## config.mk

```make
export PLATFORM = sky130hd
export DESIGN_NAME = tiled_yuv_to_planar_i420_scatter
export DESIGN_NICKNAME = d
export VERILOG_FILES = /design/src/hdl/tyu_pkg.sv /design/src/hdl/tyu_front.sv /design/src/hdl/tyu_queue.sv /design/src/hdl/tyu_back.sv /design/src/hdl/tiled_yuv_to_planar_i420_scatter.sv
export SDC_FILE = /design/constraint.sdc
export NUM_CORES = 1
export LEC_CHECK = 0
export BUFFER_PORTS_ARGS = -buffer_cell sky130_fd_sc_hd__buf_2
export CORE_UTILIZATION = 30
export CTS_BUF_LIST = sky130_fd_sc_hd__clkbuf_16
export DETAILED_ROUTE_END_ITERATION = 8
export PLACE_DENSITY = 0.55
export SYNTH_ARGS = -nofsm -noshare
export SYNTH_HDL_FRONTEND = slang
export SYNTH_SLANG_ARGS = --single-unit
```

## constraint.sdc

```tcl
create_clock -name clk_i -period 14.7 [get_ports clk_i]
set_input_delay 2.94 -clock clk_i [delete_from_list [all_inputs] [get_ports clk_i]]
set_output_delay 2.94 -clock clk_i [all_outputs]
set_load 0.02 [all_outputs]
```

## src/hdl/tyu_pkg.sv

```systemverilog
`default_nettype none
package tyu_pkg;

  localparam int unsigned DefMaxWidth  = 1280;
  localparam int unsigned DefMaxHeight = 1024;
  localparam int unsigned QueueDepth   = 4;

  localparam int unsigned DimW   = 11;
  localparam int unsigned ByteW  = 8;
  localparam int unsigned AddrW  = 21;
  localparam int unsigned PosW   = 12;
  localparam int unsigned PlaneW = 22;
  localparam int unsigned CfgIdxW = 2;

  localparam logic [DimW-1:0] ResetWidth  = 11'd640;
  localparam logic [DimW-1:0] ResetHeight = 11'd480;
  localparam logic [DimW-1:0] TileW       = 11'd16;
  localparam logic [DimW-1:0] TileH       = 11'd8;

  localparam logic [7:0] LumaBytes    = 8'd128;
  localparam logic [7:0] ChromaBStart = 8'd160;
  localparam logic [7:0] BlockLast    = 8'd191;

  localparam logic [CfgIdxW-1:0] CfgFrameWidth  = 2'd0;
  localparam logic [CfgIdxW-1:0] CfgFrameHeight = 2'd1;
  localparam logic [CfgIdxW-1:0] CfgSwapChroma  = 2'd2;

  typedef struct packed {
    logic [DimW-1:0] width;
    logic [DimW-1:0] height;
  } dims_t;

  typedef struct packed {
    logic [ByteW-1:0] data;
    logic             last;
    logic             luma;
    logic             second;
    logic [PosW-1:0]  yrow;
    logic [PosW-1:0]  xoff;
  } item_t;

endpackage
`default_nettype wire

```

## src/hdl/tyu_front.sv

```systemverilog
`default_nettype none
module tyu_front #(
  parameter int unsigned MAX_WIDTH  = tyu_pkg::DefMaxWidth,
  parameter int unsigned MAX_HEIGHT = tyu_pkg::DefMaxHeight
) (
  input  wire logic                         clk_i,
  input  wire logic                         rst_ni,
  input  wire logic                         cfg_we_i,
  input  wire logic [tyu_pkg::CfgIdxW-1:0]  cfg_idx_i,
  input  wire logic [tyu_pkg::DimW-1:0]     cfg_data_i,
  input  wire logic                         in_valid_i,
  input  wire logic [tyu_pkg::ByteW-1:0]    in_data_i,
  input  wire logic                         q_ready_i,
  output tyu_pkg::item_t                    q_item_o,
  output tyu_pkg::dims_t                    dims_o
);

  logic [tyu_pkg::DimW-1:0] width_q, height_q;
  logic                     swap_q;
  logic [7:0]               blk_q, blk_d;
  logic [tyu_pkg::DimW-1:0] tx_q, tx_d, ty_q, ty_d;
  logic [tyu_pkg::DimW-1:0] w, h, wm, hm;
  logic [tyu_pkg::PosW-1:0] nx, ny;
  logic                     luma, is_b;
  logic [4:0]               k;
  logic                     accept;

  always_comb begin
    wm = {width_q[tyu_pkg::DimW-1:4], 4'b0};
    hm = {height_q[tyu_pkg::DimW-1:3], 3'b0};
    w  = wm;
    h  = hm;
    if (wm < tyu_pkg::TileW) w = tyu_pkg::TileW;
    if (32'(wm) > MAX_WIDTH) w = tyu_pkg::DimW'(MAX_WIDTH);
    if (hm < tyu_pkg::TileH) h = tyu_pkg::TileH;
    if (32'(hm) > MAX_HEIGHT) h = tyu_pkg::DimW'(MAX_HEIGHT);
  end

  assign dims_o = '{width: w, height: h};
  assign accept = in_valid_i && q_ready_i;

  assign nx   = {1'b0, tx_q} + {1'b0, tyu_pkg::TileW};
  assign ny   = {1'b0, ty_q} + {1'b0, tyu_pkg::TileH};
  assign luma = blk_q < tyu_pkg::LumaBytes;
  assign is_b = blk_q >= tyu_pkg::ChromaBStart;
  assign k    = blk_q[4:0];

  always_comb begin
    q_item_o.data   = in_data_i;
    q_item_o.luma   = luma;
    q_item_o.second = is_b ^ swap_q;
    q_item_o.last   = (blk_q == tyu_pkg::BlockLast) && (nx >= {1'b0, w}) && (ny >= {1'b0, h});
    if (luma) begin
      q_item_o.yrow = {1'b0, ty_q} + tyu_pkg::PosW'(blk_q[5:3]);
      q_item_o.xoff = {1'b0, tx_q} + tyu_pkg::PosW'({blk_q[6], blk_q[2:0]});
    end else begin
      q_item_o.yrow = tyu_pkg::PosW'(ty_q[tyu_pkg::DimW-1:1]) + tyu_pkg::PosW'(k[4:3]);
      q_item_o.xoff = tyu_pkg::PosW'(tx_q[tyu_pkg::DimW-1:1]) + tyu_pkg::PosW'(k[2:0]);
    end
  end

  always_comb begin
    blk_d = blk_q;
    tx_d  = tx_q;
    ty_d  = ty_q;
    if (accept) begin
      if (blk_q >= tyu_pkg::BlockLast) begin
        blk_d = '0;
        if (nx >= {1'b0, w}) begin
          tx_d = '0;
          ty_d = (ny >= {1'b0, h}) ? '0 : ny[tyu_pkg::DimW-1:0];
        end else begin
          tx_d = nx[tyu_pkg::DimW-1:0];
        end
      end else begin
        blk_d = blk_q + 8'd1;
      end
    end
  end

  always_ff @(posedge clk_i or negedge rst_ni) begin
    if (!rst_ni) begin
      width_q  <= tyu_pkg::ResetWidth;
      height_q <= tyu_pkg::ResetHeight;
      swap_q   <= 1'b0;
      blk_q    <= '0;
      tx_q     <= '0;
      ty_q     <= '0;
    end else begin
      blk_q <= blk_d;
      tx_q  <= tx_d;
      ty_q  <= ty_d;
      if (cfg_we_i) begin
        unique case (cfg_idx_i)
          tyu_pkg::CfgFrameWidth:  width_q  <= cfg_data_i;
          tyu_pkg::CfgFrameHeight: height_q <= cfg_data_i;
          tyu_pkg::CfgSwapChroma:  swap_q   <= cfg_data_i[0];
          default: ;
        endcase
      end
    end
  end

endmodule
`default_nettype wire

```

## src/hdl/tyu_queue.sv

```systemverilog
`default_nettype none
module tyu_queue #(
  parameter int unsigned DEPTH = tyu_pkg::QueueDepth
) (
  input  wire logic  clk_i,
  input  wire logic  rst_ni,
  input  wire logic  in_valid_i,
  output logic       in_ready_o,
  input  wire tyu_pkg::item_t in_item_i,
  output logic       out_valid_o,
  input  wire logic  out_ready_i,
  output tyu_pkg::item_t out_item_o
);

  localparam int unsigned AW = (DEPTH > 1) ? $clog2(DEPTH) : 1;
  localparam int unsigned CW = $clog2(DEPTH + 1);

  tyu_pkg::item_t     mem_q [DEPTH];
  logic [AW-1:0]      wr_q, rd_q;
  logic [CW-1:0]      cnt_q;
  logic               push, pop;

  assign in_ready_o  = cnt_q != CW'(DEPTH);
  assign out_valid_o = cnt_q != '0;
  assign push        = in_valid_i && in_ready_o;
  assign pop         = out_ready_i && out_valid_o;
  assign out_item_o  = mem_q[rd_q];

  always_ff @(posedge clk_i) begin
    if (push) mem_q[wr_q] <= in_item_i;
  end

  always_ff @(posedge clk_i or negedge rst_ni) begin
    if (!rst_ni) begin
      wr_q  <= '0;
      rd_q  <= '0;
      cnt_q <= '0;
    end else begin
      if (push) wr_q <= (wr_q == AW'(DEPTH - 1)) ? '0 : wr_q + AW'(1);
      if (pop)  rd_q <= (rd_q == AW'(DEPTH - 1)) ? '0 : rd_q + AW'(1);
      if (push && !pop) cnt_q <= cnt_q + CW'(1);
      else if (pop && !push) cnt_q <= cnt_q - CW'(1);
    end
  end

endmodule
`default_nettype wire

```

## src/hdl/tyu_back.sv

```systemverilog
`default_nettype none
module tyu_back (
  input  wire logic                      clk_i,
  input  wire logic                      rst_ni,
  input  wire tyu_pkg::dims_t            dims_i,
  input  wire logic                      in_valid_i,
  output logic                           in_ready_o,
  input  wire tyu_pkg::item_t            in_item_i,
  output logic                           out_valid_o,
  input  wire logic                      out_ready_i,
  output logic [tyu_pkg::AddrW-1:0]      out_addr_o,
  output logic [tyu_pkg::ByteW-1:0]      out_data_o,
  output logic                           out_last_o
);

  logic                          v1_q, v2_q;
  logic                          adv1, adv2;
  logic [tyu_pkg::PlaneW-1:0]    plane_q;
  logic [tyu_pkg::DimW-1:0]      mult;
  logic [tyu_pkg::AddrW-1:0]     prod_q;
  tyu_pkg::item_t                s1_q;
  logic [tyu_pkg::AddrW-1:0]     base;
  logic [tyu_pkg::AddrW-1:0]     addr_q;
  logic [tyu_pkg::ByteW-1:0]     data_q;
  logic                          last_q;

  assign adv2       = !v2_q || out_ready_i;
  assign adv1       = !v1_q || adv2;
  assign in_ready_o = adv1;

  assign mult = in_item_i.luma ? dims_i.width : {1'b0, dims_i.width[tyu_pkg::DimW-1:1]};

  always_comb begin
    base = '0;
    if (!s1_q.luma) begin
      base = plane_q[tyu_pkg::AddrW-1:0];
      if (s1_q.second) base = base + tyu_pkg::AddrW'(plane_q >> 2);
    end
  end

  always_ff @(posedge clk_i) begin
    plane_q <= dims_i.width * dims_i.height;
    if (adv1 && in_valid_i) begin
      s1_q   <= in_item_i;
      prod_q <= tyu_pkg::AddrW'(in_item_i.yrow * mult);
    end
    if (adv2 && v1_q) begin
      addr_q <= prod_q + tyu_pkg::AddrW'(s1_q.xoff) + base;
      data_q <= s1_q.data;
      last_q <= s1_q.last;
    end
  end

  always_ff @(posedge clk_i or negedge rst_ni) begin
    if (!rst_ni) begin
      v1_q <= 1'b0;
      v2_q <= 1'b0;
    end else begin
      if (adv1) v1_q <= in_valid_i;
      if (adv2) v2_q <= v1_q;
    end
  end

  assign out_valid_o = v2_q;
  assign out_addr_o  = addr_q;
  assign out_data_o  = data_q;
  assign out_last_o  = last_q;

endmodule
`default_nettype wire

```

## src/hdl/tiled_yuv_to_planar_i420_scatter.sv

```systemverilog
// An accepted byte passes through the queue, then the product and address registers of the back end.
// Throughput: one item per cycle while the master side is ready; the tile counters
// step on each accepted byte and the address product runs in its own pipeline stage.
// A 4-entry queue parts the counter front from the address back end.
// Reset: frame 640x480, normal chroma order, counters at the first tile,
// queue and pipeline empty.
`default_nettype none
module tiled_yuv_to_planar_i420_scatter #(
  parameter int unsigned MAX_WIDTH  = tyu_pkg::DefMaxWidth,
  parameter int unsigned MAX_HEIGHT = tyu_pkg::DefMaxHeight
) (
  input  wire logic                        clk_i,
  input  wire logic                        rst_ni,
  input  wire logic                        cfg_we_i,
  input  wire logic [tyu_pkg::CfgIdxW-1:0] cfg_idx_i,
  input  wire logic [tyu_pkg::DimW-1:0]    cfg_data_i,
  input  wire logic                        s_axis_tvalid,
  output logic                             s_axis_tready,
  input  wire logic [7:0]                  s_axis_tdata,  // [7:0] raw_byte
  output logic                             m_axis_tvalid,
  input  wire logic                        m_axis_tready,
  output logic [31:0]                      m_axis_tdata,  // [20:0] dest_address, [28:21] dest_byte
  output logic                             m_axis_tlast   // frame_last
);

  tyu_pkg::item_t                front_item, back_item;
  tyu_pkg::dims_t                dims;
  logic                          q_ready, q_valid, back_ready;
  logic [tyu_pkg::AddrW-1:0]     addr;
  logic [tyu_pkg::ByteW-1:0]     data;

  tyu_front #(
    .MAX_WIDTH  (MAX_WIDTH),
    .MAX_HEIGHT (MAX_HEIGHT)
  ) u_front (
    .clk_i      (clk_i),
    .rst_ni     (rst_ni),
    .cfg_we_i   (cfg_we_i),
    .cfg_idx_i  (cfg_idx_i),
    .cfg_data_i (cfg_data_i),
    .in_valid_i (s_axis_tvalid),
    .in_data_i  (s_axis_tdata),
    .q_ready_i  (q_ready),
    .q_item_o   (front_item),
    .dims_o     (dims)
  );

  tyu_queue #(
    .DEPTH (tyu_pkg::QueueDepth)
  ) u_queue (
    .clk_i       (clk_i),
    .rst_ni      (rst_ni),
    .in_valid_i  (s_axis_tvalid),
    .in_ready_o  (q_ready),
    .in_item_i   (front_item),
    .out_valid_o (q_valid),
    .out_ready_i (back_ready),
    .out_item_o  (back_item)
  );

  tyu_back u_back (
    .clk_i       (clk_i),
    .rst_ni      (rst_ni),
    .dims_i      (dims),
    .in_valid_i  (q_valid),
    .in_ready_o  (back_ready),
    .in_item_i   (back_item),
    .out_valid_o (m_axis_tvalid),
    .out_ready_i (m_axis_tready),
    .out_addr_o  (addr),
    .out_data_o  (data),
    .out_last_o  (m_axis_tlast)
  );

  assign s_axis_tready = q_ready;
  assign m_axis_tdata  = {3'b000, data, addr};

endmodule
`default_nettype wire

```

==> results of run 1 <==
final cells by class:
cell class | instances | area, um^2 | area share [%]
Timing Repair Buffer | 66 | 357.8 | 1.839
Clock inverter | 27 | 192.7 | 0.9904
Tap cell | 756 | 945.9 | 4.862
Inverter | 147 | 551.8 | 2.836
Sequential cell | 274 | 7846 | 40.33
Clock buffer | 31 | 775.7 | 3.987
Multi-Input combinational cell | 933 | 8786 | 45.16
final timing paths:
kind	to	cells past startpoint	slack [ns]	start
max	u_back.prod_q[20]	21	7.41	u_queue.rd_q[1]
max reg2reg	u_back.prod_q[20]	21	7.41	u_queue.rd_q[1]
max in group asynchronous	u_front.width_q[6]	2	11.77	rst_ni
min in group asynchronous	u_back.out_valid_o	2	2.44	rst_ni
min	u_back.out_data_o[4]	0	0.42	u_back.s1_q[31]
min reg2reg	u_back.out_data_o[4]	0	0.42	u_back.s1_q[31]
worst register-to-register path: stages, from the launching register on:
cell and delay [ns]:
sky130_fd_sc_hd__dfrtp_1 0.84, sky130_fd_sc_hd__buf_4 0.49, sky130_fd_sc_hd__mux2_2 0.41, sky130_fd_sc_hd__o21ai_0 0.69, sky130_fd_sc_hd__inv_1 0.22, sky130_fd_sc_hd__and2_1 0.24, sky130_fd_sc_hd__fa_1 0.40, sky130_fd_sc_hd__inv_1 0.08
sky130_fd_sc_hd__fa_1 0.39, sky130_fd_sc_hd__inv_1 0.07, sky130_fd_sc_hd__ha_1 0.25, sky130_fd_sc_hd__fa_1 0.48, sky130_fd_sc_hd__ha_1 0.31, sky130_fd_sc_hd__ha_1 0.23, sky130_fd_sc_hd__fa_1 0.41, sky130_fd_sc_hd__a21o_1 0.19
sky130_fd_sc_hd__a21oi_1 0.23, sky130_fd_sc_hd__o21bai_1 0.14, sky130_fd_sc_hd__a2111oi_2 0.44, sky130_fd_sc_hd__nor2_1 0.14, sky130_fd_sc_hd__a41oi_1 0.27, sky130_fd_sc_hd__xnor2_1 0.11
per-stage QoR:
| stage | worst slack, ns | utilization, % | area [um^2] |
|---|---|---|---|
| global route | 6.795 | 34.31 | 19460 |
| global placement | 7.343 | 32.60 | 18490 |
| finish | 7.411 | 34.31 | 19460 |
| CTS | 7.284 | 34.31 | 19460 |
| detailed placement | 7.316 | 32.60 | 18490 |
| floorplan | 8.284 | - | 17330 |
synthesized netlist by cell type, types with 11 or more instances:
| cell | count |
|---|---|
| sky130_fd_sc_hd__edfxtp_1 | 211 |
| sky130_fd_sc_hd__ha_1 | 162 |
| sky130_fd_sc_hd__inv_1 | 145 |
| sky130_fd_sc_hd__fa_1 | 101 |
| sky130_fd_sc_hd__nor2_1 | 89 |
| sky130_fd_sc_hd__nand2_1 | 75 |
| sky130_fd_sc_hd__and2_1 | 58 |
| sky130_fd_sc_hd__dfrtp_1 | 42 |
| sky130_fd_sc_hd__o21ai_0 | 41 |
| sky130_fd_sc_hd__xnor2_1 | 41 |
| sky130_fd_sc_hd__a21oi_1 | 38 |
| sky130_fd_sc_hd__mux2_2 | 32 |
| sky130_fd_sc_hd__mux4_2 | 32 |
| sky130_fd_sc_hd__nand3_1 | 27 |
| sky130_fd_sc_hd__a21o_1 | 23 |
| sky130_fd_sc_hd__nor2b_1 | 23 |
| sky130_fd_sc_hd__nand2b_1 | 19 |
| sky130_fd_sc_hd__xor2_1 | 19 |
| sky130_fd_sc_hd__clkbuf_1 | 17 |
| sky130_fd_sc_hd__dfxtp_1 | 15 |
| sky130_fd_sc_hd__and3_1 | 13 |
| sky130_fd_sc_hd__nor3_1 | 11 |
layer usage:
layer,part of all wire (%),GRT usage (%)
met1,46,15.79
met2,49,21.72
met3,2.8,1.584
met4,1.9,3.146
met5,0,0
kinds of logic after synthesis:
| logic type | share of synthesized area, % |
|---|---|
| compound gates | 7.401 |
| xor+xnor | 3.039 |
| fa+ha+maj | 23.41 |
| buf+inv | 4.153 |
| flops | 45.36 |
| mux | 6.830 |
| other cells | 0.02168 |
| simple gates | 9.781 |
sequential cells by signal, summed over array words and instances, names as in the netlist:
register	count
u_front.height_q	8
u_back.s1_q	23
u_queue.mem_q	140
u_queue.wr_q	2
u_back.out_valid_o	1
u_back.out_addr_o	21
u_front.blk_q	8
u_back.prod_q	18
u_back.out_data_o	8
u_front.tx_q	7
u_front.width_q	7
u_queue.cnt_q	3
u_queue.rd_q	2
u_front.ty_q	8
u_front.swap_q	1
u_back.plane_q	15
u_back.v1_q	1
u_back.out_last_o	1
==> run summary, run 1 <==
The flow ran to the end, and the final reports show no timing, DRC or antenna violations. The filler cells instantiated in the layout total 5543. After detailed routing, the total wire length is 35.40 mm. Arrival time reported for the critical path endpoint: 7.61 ns. After the last flow step, the layout net total stands at 1742. The floorplan die height was 242.1 um. TritonCTS built the clock tree. The first routing iteration left 473 violations. The tools report the initial standard-cell utilization of the core as 30.49%. The kind of cell adding the most delay to the critical path was adder cells. The most common cell type on the critical path was sky130_fd_sc_hd__fa_1. Counting every instance in the synthesized netlist gives 1380.

The logs give 0 for the number of antenna violations at the first check in global routing and 0 for the number of DRC violations after detailed routing. The classification of the worst setup path is register to register. In this run the post-CTS setup repair buffer count came out at 0. For this run, asynchronously set or reset flops after synthesis account for 17.52%. The tools report the endpoint class of the critical path as a register. Static timing analysis puts the maximum clock frequency at 137.2 MHz.

Maximum clock skew at final layout: 0.01436 ns. Setup repair after global routing left no endpoint under its margin. Walking the worst path, the cells encountered are buf_4 > mux2_2 > o21ai_0 > inv_1 > and2_1 > fa_1 > inv_1 > fa_1 > inv_1 > ha_1 > fa_1 > ha_1 > ha_1 > fa_1 > a21o_1 > a21oi_1 > o21bai_1 > a2111oi_2 > nor2_1 > a41oi_1 > xnor2_1. After clock tree synthesis, the clock-pin slew on the worst setup and hold paths is 0.06 ns. The count of buffers added on input and output ports is 55. The number of diodes came out at 0. The routed design could run at a clock period as short as 7.289 ns.

The library cell used most frequently in the layout, excluding fill and tap cells, is sky130_fd_sc_hd__edfxtp_1. The max-slew violation total from the final report was 0. In this run the tightest slew margin relative to its limit is 25.37%. CTS saw 274 sinks. The most area-hungry cell type in the Yosys netlist is sky130_fd_sc_hd__edfxtp_1.

The number of vias per cell is 4.583. The mean instance size in the synthesized netlist is 12.53 um^2. Summing the sequential cell areas from Yosys gives 45.36% of the chip area. Yosys mapped a number of flops with a built-in enable equal to 211.

Summed over all layers, the global routing overflow is 0. The slowest stage of the critical path is the sky130_fd_sc_hd__dfrtp_1 cell. Once placement completed, the tool counted placed cells totaling 2176. Data on the critical path is required at its endpoint by 15.03 ns. The area of the die came out at 0.05861 mm^2. Buffers inserted during clock tree synthesis total 31. After legalization and detailed placement, the total HPWL measured 25.86 mm. In this run the horizontal extent of the chip is 242.1 um.

From synthesis to final layout, the design area changed by 12.50%. For the worst-skew pair, the clock arrives at the later sink with an insertion delay of 0.59 ns. The most used flip-flop cell after synthesis is sky130_fd_sc_hd__edfxtp_1. The first detailed-routing pass took 4 iterations. Entering global routing, the biggest net connects 49 pins.

Of the cells placed in the final design, the portion with a size suffix greater than 1 is 13.80%. The tools report the number of global-route vias before repair as 10880. Routability-driven placement finished with a final weighted congestion of 0.8597.

The longest clock path from root to sink contains 3 buffers. 61 I/O pins were placed. In this run the worst hold path is classified as register to register. Routed via count: 10240.

After clock tree synthesis, the repair step resized 0 gates. The max-cap violation count was 0; the per-cell routed wire length was 15.85 um. The wire length of the first global-routing pass is 58.23 mm, and the peak fanout along the critical path is 25. The cell area that synthesis handed to floorplanning was 0.01729 mm^2.

For the number of H-tree branching levels, the log shows 1. The portion of the clock cycle consumed by the worst path in the final layout came out at 49.58%. At the pin with the least slew margin, the transition time is 1.117 ns. The global-route usage over all layers was 12.29%; the total core area was 0.05671 mm^2.

After synthesis, the largest area contributor takes up 36.64% of total cell area. The floorplan row count came out at 87. Yosys attributes the largest share of cell area to sky130_fd_sc_hd__edfxtp_1, sky130_fd_sc_hd__ha_1, sky130_fd_sc_hd__fa_1, sky130_fd_sc_hd__dfrtp_1, sky130_fd_sc_hd__mux4_2. The detail route stage leaves a number of antenna-violating nets equal to 0. After routing, the total negative slack on setup checks comes to 0 ns.

The number of hold buffers added after cts is 0, and the largest incremental delay on the critical path is 0.84 ns. The worst setup path is launched from a register. The number of standard cells in the layout, taps in and fillers out is 2234. The Yosys step of the flow raised 0 warnings. The run gives 0 as the number of setup violations in the final report.

The logs give 0 for the number of endpoints with negative hold slack in the final report and 72 for the number of library cell types mapped by synthesis. In this run the clock root is driven by a sky130_fd_sc_hd__clkbuf_16. The number of buffers and inverters on the critical path was 4; the worst hold margin was 0.4168 ns. Leaving out fill and tap cells, the most frequent cells in the layout are sky130_fd_sc_hd__edfxtp_1, sky130_fd_sc_hd__ha_1, sky130_fd_sc_hd__inv_1.

The synthesized design contains 274 register bits.
Power of run 1 is left out: the tool's default activity adds up to more than one toggle a clock period on the data nets, which glitch-free logic cannot reach.
==> run 2, diff against run 1 <==
- PLACE_DENSITY: 0.55 -> 0.56
- clock period: 14.7 -> 6.4 ns (I/O delays scaled with it)
==> run 2 against run 1 <==
Compared with the run above:
- count of clock-buffer cells in the layout grew 4
- wire length grew 3.3%
- setup slack lost 7.1 ns
- critical endpoint unchanged
- highest routed layer unchanged
==> run summary, run 2 (same netlist as run 1, synthesis figures left out) <==
The footprint of the multi-input gates was 0.008813 mm^2 (+0.31%). The register clock-pin slew on the reported worst setup and hold paths is 0.06 ns (about the same), and the boundary pin count is 61 (unchanged). The run gives 34 (+9.7%) as the TritonCTS buffer count. The most common cell type on the critical path is sky130_fd_sc_hd__fa_1. For the worst endpoint required time, the log shows 6.68 ns (-8.35 ns). For the global-route usage over all layers, the log shows 12.64% (+0.35 points). Normalized max-slew margin: 23.22% (-2.2 points).

The quantity of I/O buffers inserted on ports is 55 (unchanged). Kind of cell adding the most delay to the critical path: adder cells. The sink count of the clock tree came out at 274 (unchanged). The run gives 0.05671 mm^2 (unchanged) as the total core area.

The routed via count was 10490 (+2.4%). Leaving out fill and tap cells, the most frequent cell in the layout is sky130_fd_sc_hd__edfxtp_1. The floorplan row count is 87 (unchanged). The tools report the startpoint of the tightest hold check path as u_back.s1_q[34]. The remaining antenna violation count after routing is 0 (unchanged), and the later-pin clock latency in the skew report is 0.56 ns (-0.03 ns).

The max-cap violation count was 0 (unchanged); the final net count was 1769 (+1.5%). The peak fanout along the critical path works out to 12 (-52%). The min-delay analysis places its worst path in the category register to register. The number of endpoints with negative hold slack in the final report came out at 0 (unchanged).

The post-route minimum period is 6.077 ns (-1.212 ns). The aggregate routed wire length is 36.55 mm (+3.3%), and the ratio of cells with drive above 1 in the final layout is 15.35% (+1.5 points). The logs give 49 (unchanged) for the pin count of the biggest net entering global routing and 485 (+2.5%) for the number of DRC violations after detailed-routing iteration 0. The global route total overflow was 0 (unchanged). The portion of the clock cycle consumed by the worst path in the final layout was 94.95% (+45 points). Setup repair after global routing left no endpoint under its margin.

The half-perimeter wire length after detailed placement was 26.47 mm (+2.4%); the depth of the most critical reg-to-reg path was 18 (-14%). The layout overhead on the synthesized area came out at 15.03%. The tools report the worst hold path endpoint as u_back.out_data_o[7]. The capturing point of the worst reg2reg path was u_back.prod_q[20].

The wire length of the first global-routing pass is 59.30 mm (+1.8%), and the maximum root-to-sink buffer count is 3 (unchanged). The area of the die was 0.05861 mm^2 (unchanged). For the number of inserted filler cells in the final layout, the log shows 5529 (-0.25%). The flow ran to the end, and the final reports show no timing, DRC or antenna violations. The largest incremental delay on the critical path is 0.65 ns (-0.19 ns), and the maximum clock skew at final layout is 0.02942 ns (+0.01506 ns). The signal on the critical path passes through mux4_2 > buf_4 > a21o_2 > nand2b_1 > fa_1 > fa_1 > inv_1 > fa_1 > fa_1 > ha_1 > ha_1 > a21o_1 > a21oi_1 > o21bai_1 > a2111oi_2 > nor2_1 > a41oi_1 > xnor2_1. The worst hold margin was 0.4165 ns (-0.0003350 ns).

The buffer type at the clock tree root is sky130_fd_sc_hd__clkbuf_16. Slowest cell on the critical path: sky130_fd_sc_hd__mux4_2. The worst setup path is captured at a register. The run gives 0.007848 mm^2 (about the same) as the total area of sequential cells.

The per-cell routed wire length was 16.17 um (+2.0%); the number of global-route vias before repair was 11030 (+1.4%). The tools report the number of DRC violations after detailed routing as 0 (unchanged). The startpoint identified for the worst register-to-register timing path is u_queue.rd_q[0].

The initial standard-cell utilization of the core was 30.49% (unchanged); the max-slew violation total from the final report was 0 (unchanged). The die outline width is 242.1 um (unchanged). The instance count along the most critical hold path works out to 0 (unchanged). The floorplan die height came out at 242.1 um (unchanged). The transition at the pin with the smallest max-transition slack was 1.149 ns (+0.03225 ns).

The register ranked first by flip-flop count is u_queue.mem_q. The number of diodes is 0 (unchanged). Number of setup violations in the final report: 0 (unchanged). The tools report the nature of the critical path startpoint as a register. The number of H-tree branching levels was 2 (+1). TritonCTS built the clock tree. The total negative slack was 0 ns (unchanged); the arrival time reported for the critical path endpoint was 6.35 ns (-1.26 ns).

In the layout the commonest cells are sky130_fd_sc_hd__edfxtp_1, sky130_fd_sc_hd__ha_1, sky130_fd_sc_hd__inv_1. For the count of TritonRoute iterations in the first routing pass, the log shows 7 (+3). The number of vias per cell came out at 4.638 (+1.2%).

The maximum clock frequency came out at 164.6 MHz (+20%). Number of hold buffers added after cts: 0 (unchanged). The minimum setup slack among reg-to-reg paths is 0.32 ns (-7.09 ns), and the total of cells resized after clock tree synthesis is 0 (unchanged). The number of antenna violations at the first check in global routing was 1 (+1). The number of buffers and inverters on the critical path came out at 2 (-2).

The flip-flop count of the largest register after layout was 140 (unchanged). The run gives 0 (unchanged) as the number of buffers inserted by post-CTS setup repair. The classification of the worst setup path was register to register. The tools report the routability congestion estimate from global placement as 0.8863 (+3.1%).
[run 2: cell types whose count changed in the layout (fill, tap and decap cells not counted), sizes merged]
| cell | previous run | this run |
|---|---|---|
| bufinv | 1 | 5 |
| clkbuf | 31 | 35 |
| clkinv | 17 | 15 |
| mux4 | 32 | 33 |
| buf | 66 | 89 |
| clkinvlp | 5 | 0 |
| inv | 151 | 153 |
[run 2: how the worst max path moves through the flow]
| stage | cells after the start | start | endpoint | slack, ns |
|---|---|---|---|---|
| 2_1_floorplan | 20 | u_queue.rd_q[0] | u_back.prod_q[20] | 0.46 |
| 3_3_place_gp | 18 | u_queue.rd_q[0] | u_back.prod_q[20] | 0.32 |
| 3_5_place_dp | 18 | u_queue.rd_q[0] | u_back.prod_q[20] | 0.31 |
| 4_1_cts | 18 | u_queue.rd_q[0] | u_back.prod_q[20] | 0.25 |
| 5_1_grt | 18 | u_queue.rd_q[0] | u_back.prod_q[20] | 0.002 |
| 6_report | 18 | u_queue.rd_q[0] | u_back.prod_q[20] | 0.32 |
[run 2: per-stage QoR]
step	cell area (um^2)	setup WS [ns]	utilization (%)	cells
after floorplan	17330	0.4623	-	1390
after global placement	18670	0.3207	32.93	2199
after detailed placement	18670	0.3069	32.93	2199
after CTS	19860	0.2532	35.02	2260
after global routing	19890	0.002079	35.08	2261
final	19890	0.3232	35.08	2261
[run 2: worst register-to-register path: stages, from the launching register on]
cell and delay, ns:
sky130_fd_sc_hd__dfrtp_2 0.47, sky130_fd_sc_hd__mux4_2 0.65, sky130_fd_sc_hd__buf_4 0.23, sky130_fd_sc_hd__a21o_2 0.27
sky130_fd_sc_hd__nand2b_1 0.13, sky130_fd_sc_hd__fa_1 0.45, sky130_fd_sc_hd__fa_1 0.56, sky130_fd_sc_hd__inv_1 0.06
sky130_fd_sc_hd__fa_1 0.50, sky130_fd_sc_hd__fa_1 0.49, sky130_fd_sc_hd__ha_1 0.31, sky130_fd_sc_hd__ha_1 0.34
sky130_fd_sc_hd__a21o_1 0.17, sky130_fd_sc_hd__a21oi_1 0.19, sky130_fd_sc_hd__o21bai_1 0.13, sky130_fd_sc_hd__a2111oi_2 0.37
sky130_fd_sc_hd__nor2_1 0.12, sky130_fd_sc_hd__a41oi_1 0.26, sky130_fd_sc_hd__xnor2_1 0.10
[run 2: area by class of cell]
type,instances,share of cell area [%]
Clock buffer,35,4.403
Clock inverter,26,1.572
Inverter,147,2.774
Multi-Input combinational cell,934,44.30
Sequential cell,274,39.45
Tap cell,756,4.755
Timing Repair Buffer,89,2.748
[run 2: routing by layer]
| metal | up-vias | part of all wire, % | GRT usage (%) |
|---|---|---|---|
| met5 | - | 0 | 0 |
| met4 | 0 | 2.3 | 3.891 |
| met3 | 63 | 3.2 | 1.928 |
| met2 | 148 | 49 | 21.98 |
| met1 | 5194 | 46 | 16.10 |
| li1 | 5081 | - | - |
Power of run 2 is left out for the same reason.
==> run 3, diff against run 2 <==
--- a/config.mk
+++ b/config.mk
@@ -7,2 +7,3 @@
 export LEC_CHECK = 0
+export ABC_AREA = 1
 export BUFFER_PORTS_ARGS = -buffer_cell sky130_fd_sc_hd__buf_2
==> constraint.sdc (replaced) <==
create_clock -name clk_i -period 6.4 [get_ports clk_i]
set_input_delay 0.96 -clock clk_i [delete_from_list [all_inputs] [get_ports clk_i]]
set_output_delay 0.96 -clock clk_i [all_outputs]
set_load 0.02 [all_outputs]
==> run 3 against run 2 <==
Compared with the run above:
- final cell count is 16% higher
- die area up 2.4%
- wire length rose by 9.1%
- area after synthesis up 2.4%
- sequential share of layout area down 0.11 points
- synthesized cell count is 27% higher
- non-clock buffer count fell by 15
==> run summary, run 3 <==
The minimum setup slack among reg-to-reg paths came out at 0.57 ns (+0.24 ns). The final net count came out at 2111 (+19%). Floorplan die height: 245.0 um (+1.2%).

The floorplan row count came out at 88 (+1.1%). Number of vias per cell: 4.596 (-0.90%). Of all cell types, the one taking the most synthesized area is sky130_fd_sc_hd__edfxtp_1. The number of cells produced by synthesis is 1751 (+27%).

The number of H-tree branching levels is 1 (-1). The footprint of the multi-input gates is 0.008742 mm^2 (-0.81%). The tools report the aggregate routed wire length as 39.89 mm (+9.1%).

The layout overhead on the synthesized area is 12.58%, and the die outline width is 245.0 um (+1.2%). The number of DRC violations after detailed routing was 0 (unchanged); the boundary pin count was 61 (unchanged). Setup repair after global routing left no endpoint under its margin. The maximum clock skew at final layout came out at 0.01457 ns (-0.01485 ns). The half-perimeter wire length after detailed placement is 29.76 mm (+12%), and the initial standard-cell utilization of the core is 30.53% (+0.039 points). Total core area: 0.05803 mm^2 (+2.3%). The ratio of cells with drive above 1 in the final layout came out at 10.72% (-4.6 points). The flip-flop count of the largest register after layout was 140 (unchanged). The most common cell in the synthesized netlist is sky130_fd_sc_hd__nor2_1.

The run gives 0.007846 mm^2 (about the same) as the total area of sequential cells. The kind of path behind the tightest hold check was register to register. The pin count of the biggest net entering global routing is 49 (unchanged). The number of warnings reported in the yosys synthesis log is 0 (unchanged). The tools report the total of cells resized after clock tree synthesis as 0 (unchanged). The count of flip-flops with a built-in enable after synthesis works out to 211 (unchanged). The fraction of registers with async set/reset was 17.52% (unchanged); the proportion of synthesized chip area in sequential cells was 44.28% (-1.1 points). For the max-slew violation total from the final report, the log shows 0 (unchanged). The portion of the clock cycle consumed by the worst path in the final layout was 91.14% (-3.8 points). Wire length of the first global-routing pass: 64.20 mm (+8.3%). Post-route minimum period: 5.833 ns (-0.2437 ns). Among the stages of the critical path, the cell type that occurs most often is sky130_fd_sc_hd__nand2_1.

The global-route usage over all layers is 13.51% (+0.87 points), and the normalized max-slew margin is 24.62% (+1.4 points). The remaining antenna violation count after routing is 0 (unchanged), and the utilization of the core after routing is 34.38% (-0.70 points). The arrival time reported for the critical path endpoint is 6.17 ns (-0.18 ns), and the number of DRC violations after detailed-routing iteration 0 is 733 (+51%). The run gives 0.8735 (-1.4%) as the routability congestion estimate from global placement. Leaving out fill and tap cells, the most frequent cells in the layout are sky130_fd_sc_hd__nor2_1, sky130_fd_sc_hd__nand2_1, sky130_fd_sc_hd__inv_1. The worst setup path is of the register to register kind. The register clock-pin slew on the reported worst setup and hold paths was 0.06 ns (about the same); the number of global-route vias before repair was 12050 (+9.3%). The largest incremental delay on the critical path is 0.56 ns (-0.09 ns). The kind of cell with the highest combined delay along the critical path is adder cells. The tools report the global route total overflow as 0 (unchanged). The worst setup path is captured at a register.

The number of hold buffers added after cts is 0 (unchanged). The transition at the pin with the smallest max-transition slack came out at 1.131 ns (-0.01845 ns). The run gives 274 (unchanged) as the sink count of the clock tree. In this run the most critical hold path is launched from u_back.s1_q[2]. The critical register-to-register path startpoint is u_queue.rd_q[1].

The instance count along the most critical hold path is 0 (unchanged). The run gives 0 (unchanged) as the number of buffers inserted by post-CTS setup repair. Leaving out fill and tap cells, the most frequent cell in the layout is sky130_fd_sc_hd__nor2_1.

The commonest cells after synthesis are sky130_fd_sc_hd__nor2_1, sky130_fd_sc_hd__nand2_1, sky130_fd_sc_hd__inv_1. u_queue.mem_q holds more flip-flops than any other register. The slowest cell on the critical path was sky130_fd_sc_hd__fa_1. The worst setup path is launched from a register. The logs give 0 (unchanged) for the number of setup violations in the final report and 171.4 MHz (+4.2%) for the maximum clock frequency. The number of endpoints with negative hold slack in the final report is 0 (unchanged), and the number of antenna violations at the first check in global routing is 5 (+4). The max-cap violation count came out at 0 (unchanged).

Number of register bits inferred by synthesis: 274 (unchanged). In the synthesized netlist the dominant register cell turns out to be sky130_fd_sc_hd__edfxtp_1. Sorting the synthesized cells by area gives the leading types as sky130_fd_sc_hd__edfxtp_1, sky130_fd_sc_hd__ha_1, sky130_fd_sc_hd__fa_1, sky130_fd_sc_hd__dfrtp_1, sky130_fd_sc_hd__nor2_1. The run gives 0.59 ns (+0.03 ns) as the later-pin clock latency in the skew report.

The logs give 0.01772 mm^2 (+2.4%) for the summed instance area of the synthesized netlist and 31 (-8.8%) for the TritonCTS buffer count. The tools report the number of library cell types mapped by synthesis as 57 (-21%). The number of buffers and inverters on the critical path was 4 (+2). The count of TritonRoute iterations in the first routing pass came out at 5 (-2). The critical path goes through inv_4 > nand3_1 > nand2_2 > inv_2 > nand2_1 > nand2_1 > nor2_1 > fa_1 > fa_1 > fa_1 > inv_1 > fa_1 > inv_1 > ha_1 > ha_1 > nand2_1 > nand2_1 > a31oi_1 > nand2_1 > nand2_1 > nand2_1 > a21oi_1 > xnor2_1. For hold timing, the worst endpoint is u_back.out_addr_o[2].

The maximum root-to-sink buffer count came out at 3 (unchanged). Portion of synthesized cell area occupied by the leading cell type: 35.76% (-0.87 points). The mean instance size in the synthesized netlist was 10.12 um^2 (-19%); the quantity of I/O buffers inserted on ports was 55 (unchanged).

TritonCTS built the clock tree. The cell depth of the worst setup path is 23 (+5). The routed via count came out at 12010 (+15%). The worst endpoint required time is 6.73 ns (+0.05 ns). The per-cell routed wire length came out at 15.27 um (-5.6%).

The total negative slack is 0 ns (unchanged). The area of the die is 0.06003 mm^2 (+2.4%). The capturing point of the worst reg2reg path was u_back.prod_q[18]. The peak fanout along the critical path was 18 (+6). The buffer type at the clock tree root is sky130_fd_sc_hd__clkbuf_16.

The run finished with clean final reports. Depth of the most critical reg-to-reg path: 23 (+5). The tools report the number of inserted filler cells in the final layout as 5839 (+5.6%).
## run 3: changes by cell type after synthesis, sizes merged, moves of 27 or more
cell,before,now
and2,58,0
o21ai,47,127
nor2,89,252
mux2,32,2
nand2,75,245
inv,145,243
nand3,27,54
a21oi,40,73
mux4,32,0
## run 3: area by class of cell
type	instances	share of cell area (%)
clock inverters	25	1.073
well taps	765	4.799
flip-flops and latches	274	39.34
clock buffers	33	4.140
diodes	1	0.01255
repair buffers	74	2.095
inverters	246	4.717
multi-input cells	1195	43.83
## run 3: how the worst max path moves through the flow
stage,start,end,slack (ns)
floorplan,u_front.width_q[6],u_back.prod_q[18],1.31
global placement,u_queue.rd_q[1],u_back.prod_q[18],0.62
detailed placement,u_queue.rd_q[1],u_back.prod_q[18],0.54
CTS,u_queue.rd_q[1],u_back.prod_q[18],0.53
global route,u_queue.rd_q[1],u_back.prod_q[18],0.22
finish,u_queue.rd_q[1],u_back.prod_q[18],0.57
## run 3: cell families (layout without fill, tap and decap cells)
group                    after synthesis  after routing  synth area share, %
buffers and inverters                292            378                6.822
multiplexers                           2              2               0.1271
adder cells (fa/ha/maj)              263            263                22.85
AO/OA/AOI/OAI                        257            257                8.559
flip-flops                           274            274                44.28
AND/OR/NAND/NOR                      602            602                14.37
other                                  1             12              0.02117
XOR/XNOR                              60             60                2.966
## run 3: metal layers
metal	GRT usage (%)	vias to the layer above	wire [um]
li1	-	5950	-
met1	17.87	5766	18630
met2	22.35	222	18280
met3	2.504	67	1959
met4	4.007	4	1000
met5	0	-	23
## run 3: stage by stage
step	cell area [um^2]	instances	setup slack, ns	hold slack, ns
final	19950	2613	0.5668	0.4194
after global routing	19950	2613	0.2240	0.4251
after CTS	19940	2612	0.5288	0.4148
after detailed placement	18900	2554	0.5418	0.4147
after global placement	18900	2554	0.6199	0.4091
after floorplan	17750	1761	1.307	0.4003
Power of run 3 is left out for the same reason.
